<file path="config.mk">
export PLATFORM = sky130hd
export DESIGN_NAME = ntfs_runlist_decoder_top_flat
export DESIGN_NICKNAME = d
export VERILOG_FILES = /design/src/nrld_pkg.sv /design/src/nrld_ifs.sv /design/src/nrld_front.sv /design/src/nrld_queue.sv /design/src/nrld_back.sv /design/src/ntfs_runlist_decoder_top.sv /design/src/flat_wrapper.sv
export SDC_FILE = /design/constraint.sdc
export NUM_CORES = 2
export LEC_CHECK = 0
export ABC_AREA = 1
export BUFFER_PORTS_ARGS = -buffer_cell sky130_fd_sc_hd__buf_2
export CORE_ASPECT_RATIO = 0.7
export CORE_MARGIN = 2
export CORE_UTILIZATION = 45
export CTS_BUF_LIST = sky130_fd_sc_hd__clkbuf_2 sky130_fd_sc_hd__clkbuf_4 sky130_fd_sc_hd__clkbuf_8
export CTS_CLUSTER_DIAMETER = 80
export DETAILED_ROUTE_END_ITERATION = 16
export PLACE_DENSITY_LB_ADDON = 0.3
export SYNTH_ARGS = -nofsm -noshare
export SYNTH_HDL_FRONTEND = slang
export SYNTH_SLANG_ARGS = --single-unit
</file>
<file path="constraint.sdc">
create_clock -name clk -period 11.4 [get_ports clk]
set_input_delay 0.57 -clock clk [delete_from_list [all_inputs] [get_ports clk]]
set_output_delay 0.57 -clock clk [all_outputs]
set_load 0.005 [all_outputs]
</file>
<file path="src/nrld_pkg.sv">
// ----------------------------------------------------------------------------
// nrld_pkg: shared types and constants of the run-list decoder
// Result kinds, register indexes, the queue entry type and the offset
// sign extension used by the byte parser.
// ----------------------------------------------------------------------------
`default_nettype none

package nrld_pkg;

  typedef enum logic [1:0] {
    KIND_RUN = 2'd0,
    KIND_END = 2'd1,
    KIND_BAD = 2'd2
  } result_kind_t;

  localparam logic CFG_HIDDEN_SECTORS      = 1'b0;
  localparam logic CFG_SECTORS_PER_CLUSTER = 1'b1;

  localparam logic [7:0] SPC_RESET = 8'd8;

  // Largest length or offset field in bytes.
  localparam logic [3:0] MAX_FIELD_BYTES = 4'd4;

  typedef struct packed {
    result_kind_t kind;
    logic [31:0]  run_clusters;
    logic [63:0]  start_cluster;
  } job_t;

  // Sign-extend an offset of one to four bytes to 64 bits.
  function automatic logic [63:0] sign_extend(input logic [31:0] w,
                                              input logic [2:0]  nbytes);
    logic [63:0] v;
    case (nbytes)
      3'd1:    v = {{56{w[7]}}, w[7:0]};
      3'd2:    v = {{48{w[15]}}, w[15:0]};
      3'd3:    v = {{40{w[23]}}, w[23:0]};
      default: v = {{32{w[31]}}, w};
    endcase
    return v;
  endfunction

endpackage

`default_nettype wire

</file>
<file path="src/nrld_ifs.sv">
// ----------------------------------------------------------------------------
// nrld_ifs: channel interfaces of the run-list decoder
// One interface for the incoming list bytes and one for decoded results.
// ----------------------------------------------------------------------------
`default_nettype none

interface nrld_byte_if;
  logic       valid;
  logic       ready;
  logic [7:0] run_byte;
  logic       list_start;

  modport source (output valid, output run_byte, output list_start, input ready);
  modport sink   (input valid, input run_byte, input list_start, output ready);
  modport monitor (input valid, input ready, input run_byte, input list_start);
endinterface

interface nrld_result_if;
  logic        valid;
  logic        ready;
  logic [1:0]  result_kind;
  logic [31:0] run_clusters;
  logic [63:0] start_cluster;
  logic [63:0] start_sector;
  logic        list_done;

  modport source (output valid, output result_kind, output run_clusters,
                  output start_cluster, output start_sector, output list_done,
                  input ready);
  modport sink   (input valid, input result_kind, input run_clusters,
                  input start_cluster, input start_sector, input list_done,
                  output ready);
  modport monitor (input valid, input ready, input result_kind, input run_clusters,
                   input start_cluster, input start_sector, input list_done);
endinterface

`default_nettype wire

</file>
<file path="src/nrld_front.sv">
// ----------------------------------------------------------------------------
// nrld_front: byte parser of the run-list decoder
// Takes one byte a cycle while the job queue has room, decodes headers,
// gathers the length and offset fields, keeps the running cluster number
// and requests a job for every finished run, end of list or bad header.
// ----------------------------------------------------------------------------
`default_nettype none

module nrld_front (
  input  wire logic         clk,
  input  wire logic         rst,
  nrld_byte_if.sink         list_bytes,
  output nrld_pkg::job_t    job,
  output logic              job_push,
  input  wire logic         job_space
);

  typedef enum logic [1:0] {
    PH_IDLE,
    PH_HEADER,
    PH_LENGTH,
    PH_OFFSET
  } phase_t;

  phase_t      phase, phase_next;
  logic [2:0]  len_count, len_count_next;
  logic [2:0]  off_count, off_count_next;
  logic [1:0]  byte_idx, byte_idx_next;
  logic [31:0] len_acc, len_acc_next;
  logic [31:0] off_acc, off_acc_next;
  logic [63:0] cluster_sum, cluster_sum_next;

  logic        accept;
  phase_t      ph_eff;
  logic [63:0] cs_eff;
  logic [3:0]  lo_nib, hi_nib;
  logic        hdr_bad;
  logic [31:0] byte_word;
  logic [2:0]  idx_inc;
  logic [31:0] off_full;
  logic [63:0] cs_new;

  assign list_bytes.ready = job_space;
  assign accept = list_bytes.valid && list_bytes.ready;

  assign ph_eff    = list_bytes.list_start ? PH_HEADER : phase;
  assign cs_eff    = list_bytes.list_start ? 64'd0 : cluster_sum;
  assign lo_nib    = list_bytes.run_byte[3:0];
  assign hi_nib    = list_bytes.run_byte[7:4];
  assign hdr_bad   = (lo_nib == 4'd0) || (lo_nib > nrld_pkg::MAX_FIELD_BYTES) ||
                     (hi_nib == 4'd0) || (hi_nib > nrld_pkg::MAX_FIELD_BYTES);
  assign byte_word = {24'd0, list_bytes.run_byte} << {byte_idx, 3'b000};
  assign idx_inc   = {1'b0, byte_idx} + 3'd1;
  assign off_full  = off_acc | byte_word;
  assign cs_new    = cs_eff + nrld_pkg::sign_extend(off_full, off_count);

  always_comb begin
    phase_next         = phase;
    len_count_next     = len_count;
    off_count_next     = off_count;
    byte_idx_next      = byte_idx;
    len_acc_next       = len_acc;
    off_acc_next       = off_acc;
    cluster_sum_next   = cs_eff;
    job_push           = 1'b0;
    job.kind           = nrld_pkg::KIND_RUN;
    job.run_clusters   = 32'd0;
    job.start_cluster  = 64'd0;
    unique case (ph_eff)
      PH_HEADER: begin
        if (list_bytes.run_byte == 8'd0) begin
          phase_next = PH_IDLE;
          job_push   = accept;
          job.kind   = nrld_pkg::KIND_END;
        end else if (hdr_bad) begin
          phase_next = PH_IDLE;
          job_push   = accept;
          job.kind   = nrld_pkg::KIND_BAD;
        end else begin
          len_count_next = lo_nib[2:0];
          off_count_next = hi_nib[2:0];
          byte_idx_next  = 2'd0;
          len_acc_next   = 32'd0;
          off_acc_next   = 32'd0;
          phase_next     = PH_LENGTH;
        end
      end
      PH_LENGTH: begin
        len_acc_next  = len_acc | byte_word;
        byte_idx_next = idx_inc[1:0];
        if (idx_inc >= len_count) begin
          byte_idx_next = 2'd0;
          phase_next    = PH_OFFSET;
        end
      end
      PH_OFFSET: begin
        off_acc_next  = off_full;
        byte_idx_next = idx_inc[1:0];
        if (idx_inc >= off_count) begin
          byte_idx_next     = 2'd0;
          phase_next        = PH_HEADER;
          cluster_sum_next  = cs_new;
          job_push          = accept;
          job.kind          = nrld_pkg::KIND_RUN;
          job.run_clusters  = len_acc;
          job.start_cluster = cs_new;
        end
      end
      default: begin
        phase_next = PH_IDLE;
      end
    endcase
  end

  always_ff @(posedge clk) begin
    if (rst) begin
      phase       <= PH_IDLE;
      len_count   <= 3'd0;
      off_count   <= 3'd0;
      byte_idx    <= 2'd0;
      len_acc     <= 32'd0;
      off_acc     <= 32'd0;
      cluster_sum <= 64'd0;
    end else if (accept) begin
      phase       <= phase_next;
      len_count   <= len_count_next;
      off_count   <= off_count_next;
      byte_idx    <= byte_idx_next;
      len_acc     <= len_acc_next;
      off_acc     <= off_acc_next;
      cluster_sum <= cluster_sum_next;
    end
  end

endmodule

`default_nettype wire

</file>
<file path="src/nrld_queue.sv">
// ----------------------------------------------------------------------------
// nrld_queue: job queue between parser and address stage
// A small first-in first-out store so that the parser and the result side
// can stall independently.
// ----------------------------------------------------------------------------
`default_nettype none

module nrld_queue #(
  parameter int DEPTH = 4
) (
  input  wire logic            clk,
  input  wire logic            rst,
  input  wire logic            push,
  input  wire nrld_pkg::job_t  push_job,
  output logic                 space,
  output logic                 pop_valid,
  output nrld_pkg::job_t       pop_job,
  input  wire logic            pop_ready
);

  localparam int PTR_W = (DEPTH > 1) ? $clog2(DEPTH) : 1;
  localparam int CNT_W = $clog2(DEPTH + 1);
  localparam logic [PTR_W-1:0] LAST_PTR = PTR_W'(DEPTH - 1);
  localparam logic [CNT_W-1:0] FULL_CNT = CNT_W'(DEPTH);

  nrld_pkg::job_t   entries [DEPTH];
  logic [PTR_W-1:0] wr_ptr;
  logic [PTR_W-1:0] rd_ptr;
  logic [CNT_W-1:0] count;
  logic             do_push;
  logic             do_pop;

  assign space     = (count != FULL_CNT);
  assign pop_valid = (count != '0);
  assign pop_job   = entries[rd_ptr];
  assign do_push   = push && space;
  assign do_pop    = pop_valid && pop_ready;

  always_ff @(posedge clk) begin
    if (do_push) begin
      entries[wr_ptr] <= push_job;
    end
  end

  always_ff @(posedge clk) begin
    if (rst) begin
      wr_ptr <= '0;
      rd_ptr <= '0;
      count  <= '0;
    end else begin
      if (do_push) begin
        wr_ptr <= (wr_ptr == LAST_PTR) ? '0 : wr_ptr + PTR_W'(1);
      end
      if (do_pop) begin
        rd_ptr <= (rd_ptr == LAST_PTR) ? '0 : rd_ptr + PTR_W'(1);
      end
      if (do_push && !do_pop) begin
        count <= count + CNT_W'(1);
      end else if (do_pop && !do_push) begin
        count <= count - CNT_W'(1);
      end
    end
  end

endmodule

`default_nettype wire

</file>
<file path="src/nrld_back.sv">
// ----------------------------------------------------------------------------
// nrld_back: sector address stage of the run-list decoder
// Multiplies the start cluster by the sectors per cluster, adds the hidden
// sectors and holds the result in the output register.
// ----------------------------------------------------------------------------
`default_nettype none

module nrld_back (
  input  wire logic           clk,
  input  wire logic           rst,
  input  wire logic           job_valid,
  input  wire nrld_pkg::job_t job,
  output logic                job_ready,
  input  wire logic [31:0]    hidden_sectors,
  input  wire logic [7:0]     sectors_per_cluster,
  nrld_result_if.source       results
);

  logic           prod_valid;
  nrld_pkg::job_t prod_job;
  logic [63:0]    prod;
  logic [71:0]    prod_full;
  logic           out_adv;
  logic           prod_adv;

  assign out_adv   = !results.valid || results.ready;
  assign prod_adv  = !prod_valid || out_adv;
  assign job_ready = prod_adv;
  assign prod_full = job.start_cluster * sectors_per_cluster;

  always_ff @(posedge clk) begin
    if (rst) begin
      prod_valid <= 1'b0;
    end else if (prod_adv) begin
      prod_valid <= job_valid;
    end
  end

  always_ff @(posedge clk) begin
    if (prod_adv && job_valid) begin
      prod_job <= job;
      prod     <= prod_full[63:0];
    end
  end

  always_ff @(posedge clk) begin
    if (rst) begin
      results.valid <= 1'b0;
    end else if (out_adv) begin
      results.valid <= prod_valid;
    end
  end

  // End and error results carry zero in every address field.
  always_ff @(posedge clk) begin
    if (out_adv && prod_valid) begin
      results.result_kind   <= prod_job.kind;
      results.run_clusters  <= prod_job.run_clusters;
      results.start_cluster <= prod_job.start_cluster;
      results.list_done     <= (prod_job.kind != nrld_pkg::KIND_RUN);
      if (prod_job.kind == nrld_pkg::KIND_RUN) begin
        results.start_sector <= prod + {32'd0, hidden_sectors};
      end else begin
        results.start_sector <= 64'd0;
      end
    end
  end

endmodule

`default_nettype wire

</file>
<file path="src/ntfs_runlist_decoder_top.sv">
// ----------------------------------------------------------------------------
// ntfs_runlist_decoder_top: NTFS data-run list decoder
// Parses run-list bytes into runs and gives for each run its length, start
// cluster and start sector, plus end-of-list and bad-header results.
// ----------------------------------------------------------------------------
//  Channel      Direction  Handshake     Payload
//  list_bytes   in         valid/ready   run_byte, list_start
//  results      out        valid/ready   result_kind, run_clusters,
//                                        start_cluster, start_sector, list_done
//  cfg          in         cfg_we        cfg_index, cfg_data
//
//  One byte is taken every cycle while the job queue has room.
//  After the byte that completes it, a result passes through the queue, the
//  multiplier stage and the output register, in that order.
//  A stalled result side fills the queue of QUEUE_DEPTH jobs before the byte
//  side stalls. Reset is synchronous and empties the queue and both stages;
//  no clearing pass is needed.
// ----------------------------------------------------------------------------
`default_nettype none

module ntfs_runlist_decoder_top #(
  parameter int QUEUE_DEPTH = 4
) (
  input  wire logic         clk,
  input  wire logic         rst,
  nrld_byte_if.sink         list_bytes,
  nrld_result_if.source     results,
  input  wire logic         cfg_we,
  input  wire logic         cfg_index,
  input  wire logic [31:0]  cfg_data
);

  logic [31:0]    hidden_sectors;
  logic [7:0]     sectors_per_cluster;

  nrld_pkg::job_t front_job;
  logic           front_push;
  logic           queue_space;
  logic           queue_valid;
  nrld_pkg::job_t queue_job;
  logic           back_ready;

  always_ff @(posedge clk) begin
    if (rst) begin
      hidden_sectors      <= 32'd0;
      sectors_per_cluster <= nrld_pkg::SPC_RESET;
    end else if (cfg_we) begin
      unique case (cfg_index)
        nrld_pkg::CFG_HIDDEN_SECTORS:      hidden_sectors      <= cfg_data;
        nrld_pkg::CFG_SECTORS_PER_CLUSTER: sectors_per_cluster <= cfg_data[7:0];
        default: ;
      endcase
    end
  end

  nrld_front u_front (
    .clk        (clk),
    .rst        (rst),
    .list_bytes (list_bytes),
    .job        (front_job),
    .job_push   (front_push),
    .job_space  (queue_space)
  );

  nrld_queue #(
    .DEPTH (QUEUE_DEPTH)
  ) u_queue (
    .clk       (clk),
    .rst       (rst),
    .push      (front_push),
    .push_job  (front_job),
    .space     (queue_space),
    .pop_valid (queue_valid),
    .pop_job   (queue_job),
    .pop_ready (back_ready)
  );

  nrld_back u_back (
    .clk                 (clk),
    .rst                 (rst),
    .job_valid           (queue_valid),
    .job                 (queue_job),
    .job_ready           (back_ready),
    .hidden_sectors      (hidden_sectors),
    .sectors_per_cluster (sectors_per_cluster),
    .results             (results)
  );

endmodule

`default_nettype wire

</file>
<file path="src/flat_wrapper.sv">
// flat-port wrapper written by rule: the top's interface ports become plain ports
module ntfs_runlist_decoder_top_flat 
#(
  parameter int QUEUE_DEPTH = 4
)
  (clk, rst, cfg_we, cfg_index, cfg_data, list_bytes_valid, list_bytes_run_byte, list_bytes_list_start, list_bytes_ready, results_valid, results_result_kind, results_run_clusters, results_start_cluster, results_start_sector, results_list_done, results_ready);
  nrld_byte_if list_bytes_i ();
  nrld_result_if results_i ();
  input  wire logic clk;
  input  wire logic rst;
  input  wire logic cfg_we;
  input  wire logic cfg_index;
  input  wire logic [31:0] cfg_data;
  input wire logic [$bits(list_bytes_i.valid)-1:0] list_bytes_valid;
  input wire logic [$bits(list_bytes_i.run_byte)-1:0] list_bytes_run_byte;
  input wire logic [$bits(list_bytes_i.list_start)-1:0] list_bytes_list_start;
  output wire logic [$bits(list_bytes_i.ready)-1:0] list_bytes_ready;
  output wire logic [$bits(results_i.valid)-1:0] results_valid;
  output wire logic [$bits(results_i.result_kind)-1:0] results_result_kind;
  output wire logic [$bits(results_i.run_clusters)-1:0] results_run_clusters;
  output wire logic [$bits(results_i.start_cluster)-1:0] results_start_cluster;
  output wire logic [$bits(results_i.start_sector)-1:0] results_start_sector;
  output wire logic [$bits(results_i.list_done)-1:0] results_list_done;
  input wire logic [$bits(results_i.ready)-1:0] results_ready;
  assign list_bytes_i.valid = list_bytes_valid;
  assign list_bytes_i.run_byte = list_bytes_run_byte;
  assign list_bytes_i.list_start = list_bytes_list_start;
  assign list_bytes_ready = list_bytes_i.ready;
  assign results_valid = results_i.valid;
  assign results_result_kind = results_i.result_kind;
  assign results_run_clusters = results_i.run_clusters;
  assign results_start_cluster = results_i.start_cluster;
  assign results_start_sector = results_i.start_sector;
  assign results_list_done = results_i.list_done;
  assign results_i.ready = results_ready;
  ntfs_runlist_decoder_top #(.QUEUE_DEPTH(QUEUE_DEPTH)) u_core (.clk(clk), .rst(rst), .list_bytes(list_bytes_i), .results(results_i), .cfg_we(cfg_we), .cfg_index(cfg_index), .cfg_data(cfg_data));
endmodule
</file>
After elaboration in Yosys (flattened, before gate mapping)

Memories as Yosys holds them, arrays and structs flattened. A register that Yosys moved wholly into a read port is not among the register bits.
Index checks and enable logic that the tools add are counted.

Flip-flop bits (word level): 512
Word-level logic and storage cells: 123
Bits of input ports: 47
Memory bits (writable): 392
Memories: 1

Memories:

| memory                 | words | bits a word | rd ports | clocked after memory_dff | write ports | line             | source |
|---|---|---|---|---|---|---|---|
| u_core.u_queue.entries | 4     | 98          | 1        | 1                        | 1           | nrld_queue.sv:26 | `nrld_pkg::job_t entries [DEPTH];` |

Add/subtract/negate cells: 7
$mul: 1
Bitwise logic cells: 5
Shifts and indexed selects: 1
Reduce and logical (&&, ||, !) cells: 32
Multiplexer cells: 36
Magnitude comparators: 4
Equal/unequal tests: 13

Operators by type and width:

| kind                                                                             | number |
|---|---|
| 64-bit 2-to-1 mux                                                                | 3 |
| 96-bit 2-to-1 mux                                                                | 2 |
| 64-bit case mux with 3 select lines                                              | 1 |
| 32-bit case mux with 2 select lines                                              | 2 |
| 64-bit by 32-bit adder with 64-bit output                                        | 1 |
| 64-bit adder                                                                     | 1 |
| 64-bit by 8-bit multiplier with 64-bit output                                    | 1 |
| 32-bit 2-to-1 mux                                                                | 2 |
| 32-bit OR                                                                        | 2 |
| 8-bit by 5-bit << shifter with 32-bit output                                     | 1 |
| 2-bit 2-to-1 mux                                                                 | 15 |
| 4-bit AND reduction                                                              | 4 |
| 2-bit case mux with 3 select lines                                               | 2 |
| 2-bit equality test (second input constant)                                      | 4 |
| 4-bit by 3-bit greater-than comparator with 1-bit output (second input constant) | 2 |
| 4-bit logical NOT                                                                | 2 |
| 8-bit logical NOT                                                                | 1 |
| 2-bit inequality test (second input constant)                                    | 4 |
| 2-bit nonzero test                                                               | 4 |
| 3-bit by 2-bit equality test with 1-bit output (second input constant)           | 2 |
| 3-bit >= comparator                                                              | 2 |
| 1-bit logical AND                                                                | 6 |
| 3-bit 2-to-1 mux                                                                 | 2 |
| 3-bit nonzero test                                                               | 2 |
| other kinds (16)                                                                 | 31 |

Depth between registers and ports, before layout

Depth after elaboration: 12
Gate-level depth with buffers: 29
Depth with buffers taken out: 26

Hierarchy

Synthesis repeated with hierarchy kept, for this count alone.

Cell total of the unflattened synthesis: 7466
Area, all modules: 60411.7 µm²

Modules (own cells, without submodules):

| module                   | area an instance (µm²) | times used | cells each |
|---|---|---|---|
| nrld_back                | 30777.0                | 1          | 3839 |
| nrld_queue               | 15006.9                | 1          | 1017 |
| nrld_front               | 12951.2                | 1          | 2366 |
| ntfs_runlist_decoder_top | 1676.6                 | 1          | 244 |

Worst setup path after synthesis

Ideal clock, no wire load.

Kind: input to register
Start point: input port results_ready
End point: register u_core.u_back.results.list_done (enable)
Stages on the path: 2
Library setup time: 739 ps
Path buffers: 0
Setup slack: 2225 ps
Data arrival time: 8436 ps
Required time: 10661 ps
Path through: inv_1 -> a21oi_1

Cells in the longest elaborated chain, start to end: 2

Ends and longest elaborated chain:

| what                 | line               | source |
|---|---|---|
| from (decl)          | flat_wrapper.sv:24 | `input wire logic [$bits(results_i.ready)-1:0] results_ready;` |
| 1-bit logical OR     | nrld_back.sv:26    | `assign out_adv = !results.valid \|\| results.ready;` |
| 1-bit logical AND    | nrld_back.sv:56    | `if (out_adv && prod_valid) begin` |
| to (signal assigned) | nrld_back.sv:60    | `results.list_done <= (prod_job.kind != nrld_pkg::KIND_RUN);` |
| to (decl)            | nrld_ifs.sv:28     | `output start_cluster, output start_sector, output list_done,` |

Every way passes these cells.
A chain may end at the register's enable or synchronous reset.

==> results_dict.tcl <==
set metrics [dict create \
    status "complete, no violations" \
    drt-pass1-iter-count 6 \
    dieArea_um2 131000 \
    place_area_um2 60400 \
    cp_max_fo 74 \
    drc 0 \
    clock_sinks 906 \
    clockBufferDepth 3 \
    layoutNonFillerInstCount 8888 \
    final.setup.tns_ns 0 \
    crit_path_end_kind "flip-flop" \
    sw_frac_of_total_pct 49.3 \
    track_usage_pct 27.8 \
    arrival_ns 8.51 \
    p_sw_mw 9.16 \
    clockRootBuffer "clkbuf_8" \
    fmax_mhz 127 \
    power_frac_comb_pct 55.4 \
    drt_iter0_drc 5122 \
    place.gp.congestion 1.05 \
    dp_hpwl_mm 139 \
    fill_cells 12200 \
    start_util_pct 45.2 \
    synthTopCellsByArea "edfxtp_1 (37%), fa_1 (12%), nand2_1 (9.7%)" \
    viasPerCell 5.38 \
    cellPowerDensity_nw_per_um2 290 \
    io_buffer_count 211 \
    design_area_um2 64000 \
    synth_edf_count 717 \
    tightestPinTransition_ns 1.22 \
    crit_required_ns 12.05 \
    numPlacedInstances 8570 \
    syn_area_per_cell_um2 8.46 \
    peakVddDrop_mv 0.185 \
    post-route-period-util_pct 68.9 \
    min_period_ns 7.85 \
    drv_slew 0 \
    yosys_most_used_dff "edfxtp_1" \
    fin_skew_ns 0.0582 \
    cts-resized-gates 0 \
    seqCellArea_um2 25300 \
    multiInputGateArea_um2 27500 \
    p_int_mw 9.43 \
    setup_viol 0 \
    yosysWarnings 0 \
    io_pins 212 \
    async_flop_share_pct 0 \
    synth.distinct_cells 55 \
    pwr-share-clk_pct 16.6 \
    dieWidth_um 433 \
    grt_pass1_wl_mm 277 \
    die_y_um 304 \
    tritoncts "yes" \
    cts_buffers 145 \
    htreeDepth 4 \
    grt_start_max_net_pins 142 \
    synthTopCellsByCount "nand2_1 (1492), inv_1 (1086), nor2_1 (1058)" \
    grt_overflow 0 \
    rsz0062_at_grt "false" \
    clock_latency_ns 0.92 \
    synth_top_area_cell "edfxtp_1" \
    p_seq_share_pct 28.0 \
    rows 110 \
    drive_gt1_share_pct 8.45 \
    postSynthCellCount 6841 \
    grt_pass1_vias 45000 \
    clk_pin_slew_ns 0.07 \
    drv_cap 0 \
    yosysTopAreaCellShare_pct 37.2 \
    synth-seq-cells 906 \
    relSlewSlack_pct 18.2 \
    synth_most_common_cell "nand2_1" \
    routed_wl_mm 184 \
    hold_ws_ns 0.225 \
    rrSetupSlack_ns 3.55 \
    wire_per_inst_um 20.6 \
    hold_viol 0 \
    crit_path_start_kind "flip-flop" \
    postRouteAntennaNets 0 \
    path_class "reg2reg" \
    wl_met2_mm 73.1 \
    syn_nets 7419 \
    fin_nets 7655 \
    grt_antenna_before_repair 4 \
    wl_met3_mm 20.2 \
    ys_seq_area_share_pct 43.8 \
    topRoutingLayerUsed "met5" \
    num_vias 47800 \
    drt-met1-wl_mm 86.5 \
    areaGrowthSynthToFinish_pct 10.7 \
    syn_area_um2 57800 \
    hp-class "in2reg" \
    coreArea_um2 128000 \
    p_leak_nw 28.9 \
]
cells by family (layout without fill, tap and decap cells):
| group | count (synthesis) | after routing | share of synthesized area (%) |
|---|---|---|---|
| fa+ha+maj | 531 | 531 | 16.0 |
| compound gates | 910 | 910 | 8.45 |
| flops | 906 | 906 | 43.8 |
| buf+inv | 1306 | 1663 | 8.81 |
| xor+xnor | 52 | 52 | 0.787 |
| simple gates | 3136 | 3136 | 22.2 |
| other cells | 0 | 10 | 0 |
cells in the final DEF (no fill, tap or decap), types with 152 or more instances in the layout:
cell      count
dfxtp_1     187
ha_1        180
nand2_1    1490
nand3_1     342
buf_2       211
fa_1        351
edfxtp_1    717
nor2_1     1053
a21oi_1     456
o21ai_0     315
clkbuf_8    152
inv_1      1083
per-layer routing:
layer,track usage [%],vias to the layer above
met5,0,-
met4,6.99,2
met3,7.80,222
met2,37.9,2110
met1,43.0,23000
li1,-,22500
critical path: stages, from the launching register on:
cell     delay, ns
dfxtp_4       0.83
buf_4         0.66
buf_4         0.71
nand2_1       0.14
nand3_1       0.13
nand2_1       0.31
nor2_1        0.25
fa_1          0.48
fa_1          0.57
fa_1          0.45
fa_1          0.46
ha_1          0.58
nand2_1       0.16
nor2_1        0.17
inv_1         0.15
nor2_1        0.16
inv_1         0.15
nor3_1        0.69
a21oi_1       0.23
nand3_1       0.12
nand2_1       0.06
through the flow:
step	setup slack, ns	util [%]	power, mW
5_1_grt	3.19	50.0	19.9
6_report	3.55	50.0	18.6
4_1_cts	3.68	50.0	18.4
2_1_floorplan	2.22	-	11.6
3_3_place_gp	3.78	47.2	15.2
3_5_place_dp	3.72	47.2	15.2
registers in the layout, indices dropped and copies added (netlist names), 8 cells and up, named ones only:
signal / flops
u_core.u_back.prod_job: 98
u_core.u_back.results.start_sector: 64
u_core.u_back.prod: 64
u_core.sectors_per_cluster: 8
u_core.u_queue.entries: 392
u_core.u_front.len_acc: 32
u_core.u_back.results.start_cluster: 64
u_core.hidden_sectors: 32
u_core.u_front.cluster_sum: 64
u_core.u_front.off_acc: 32
u_core.u_back.results.run_clusters: 32
worst paths after layout:
| check | start | endpoint | cells past startpoint |
|---|---|---|---|
| min reg2reg | u_core.u_back.prod_job[19] | u_core.u_back.results.start_cluster[19] | 0 |
| max reg2reg | flip-flop | u_core.u_back.prod[61] | 20 |
| max | flip-flop | u_core.u_back.prod[61] | 20 |
| min | list_bytes_run_byte[3] | u_core.u_front.phase[1] | 6 |
power groups by stage:
stage | registers [mW] | clock network (mW) | logic (mW)
2_1_floorplan | 5.16 | 0 | 6.45
3_3_place_gp | 5.26 | 0 | 9.91
3_5_place_dp | 5.27 | 0 | 9.96
4_1_cts | 5.21 | 3.15 | 10.0
5_1_grt | 5.27 | 3.29 | 11.3
6_report | 5.21 | 3.08 | 10.3
final cells by class:
| type | count | share of cell area (%) |
|---|---|---|
| inverter | 1102 | 6.48 |
| sequential | 906 | 39.5 |
| clock buffer | 216 | 4.02 |
| tap | 1680 | 3.28 |
| multi-input combinational | 4629 | 42.9 |
| antenna | 10 | 0.0391 |
| clock inverter | 52 | 0.899 |
| timing repair buffer | 293 | 2.79 |
repair_timing:
item,CTS,global route
hold buffers,40,0
setup buffers,0,0
hold endpoints to repair,50,0
No activity file was read; power rests on OpenSTA's default activity.
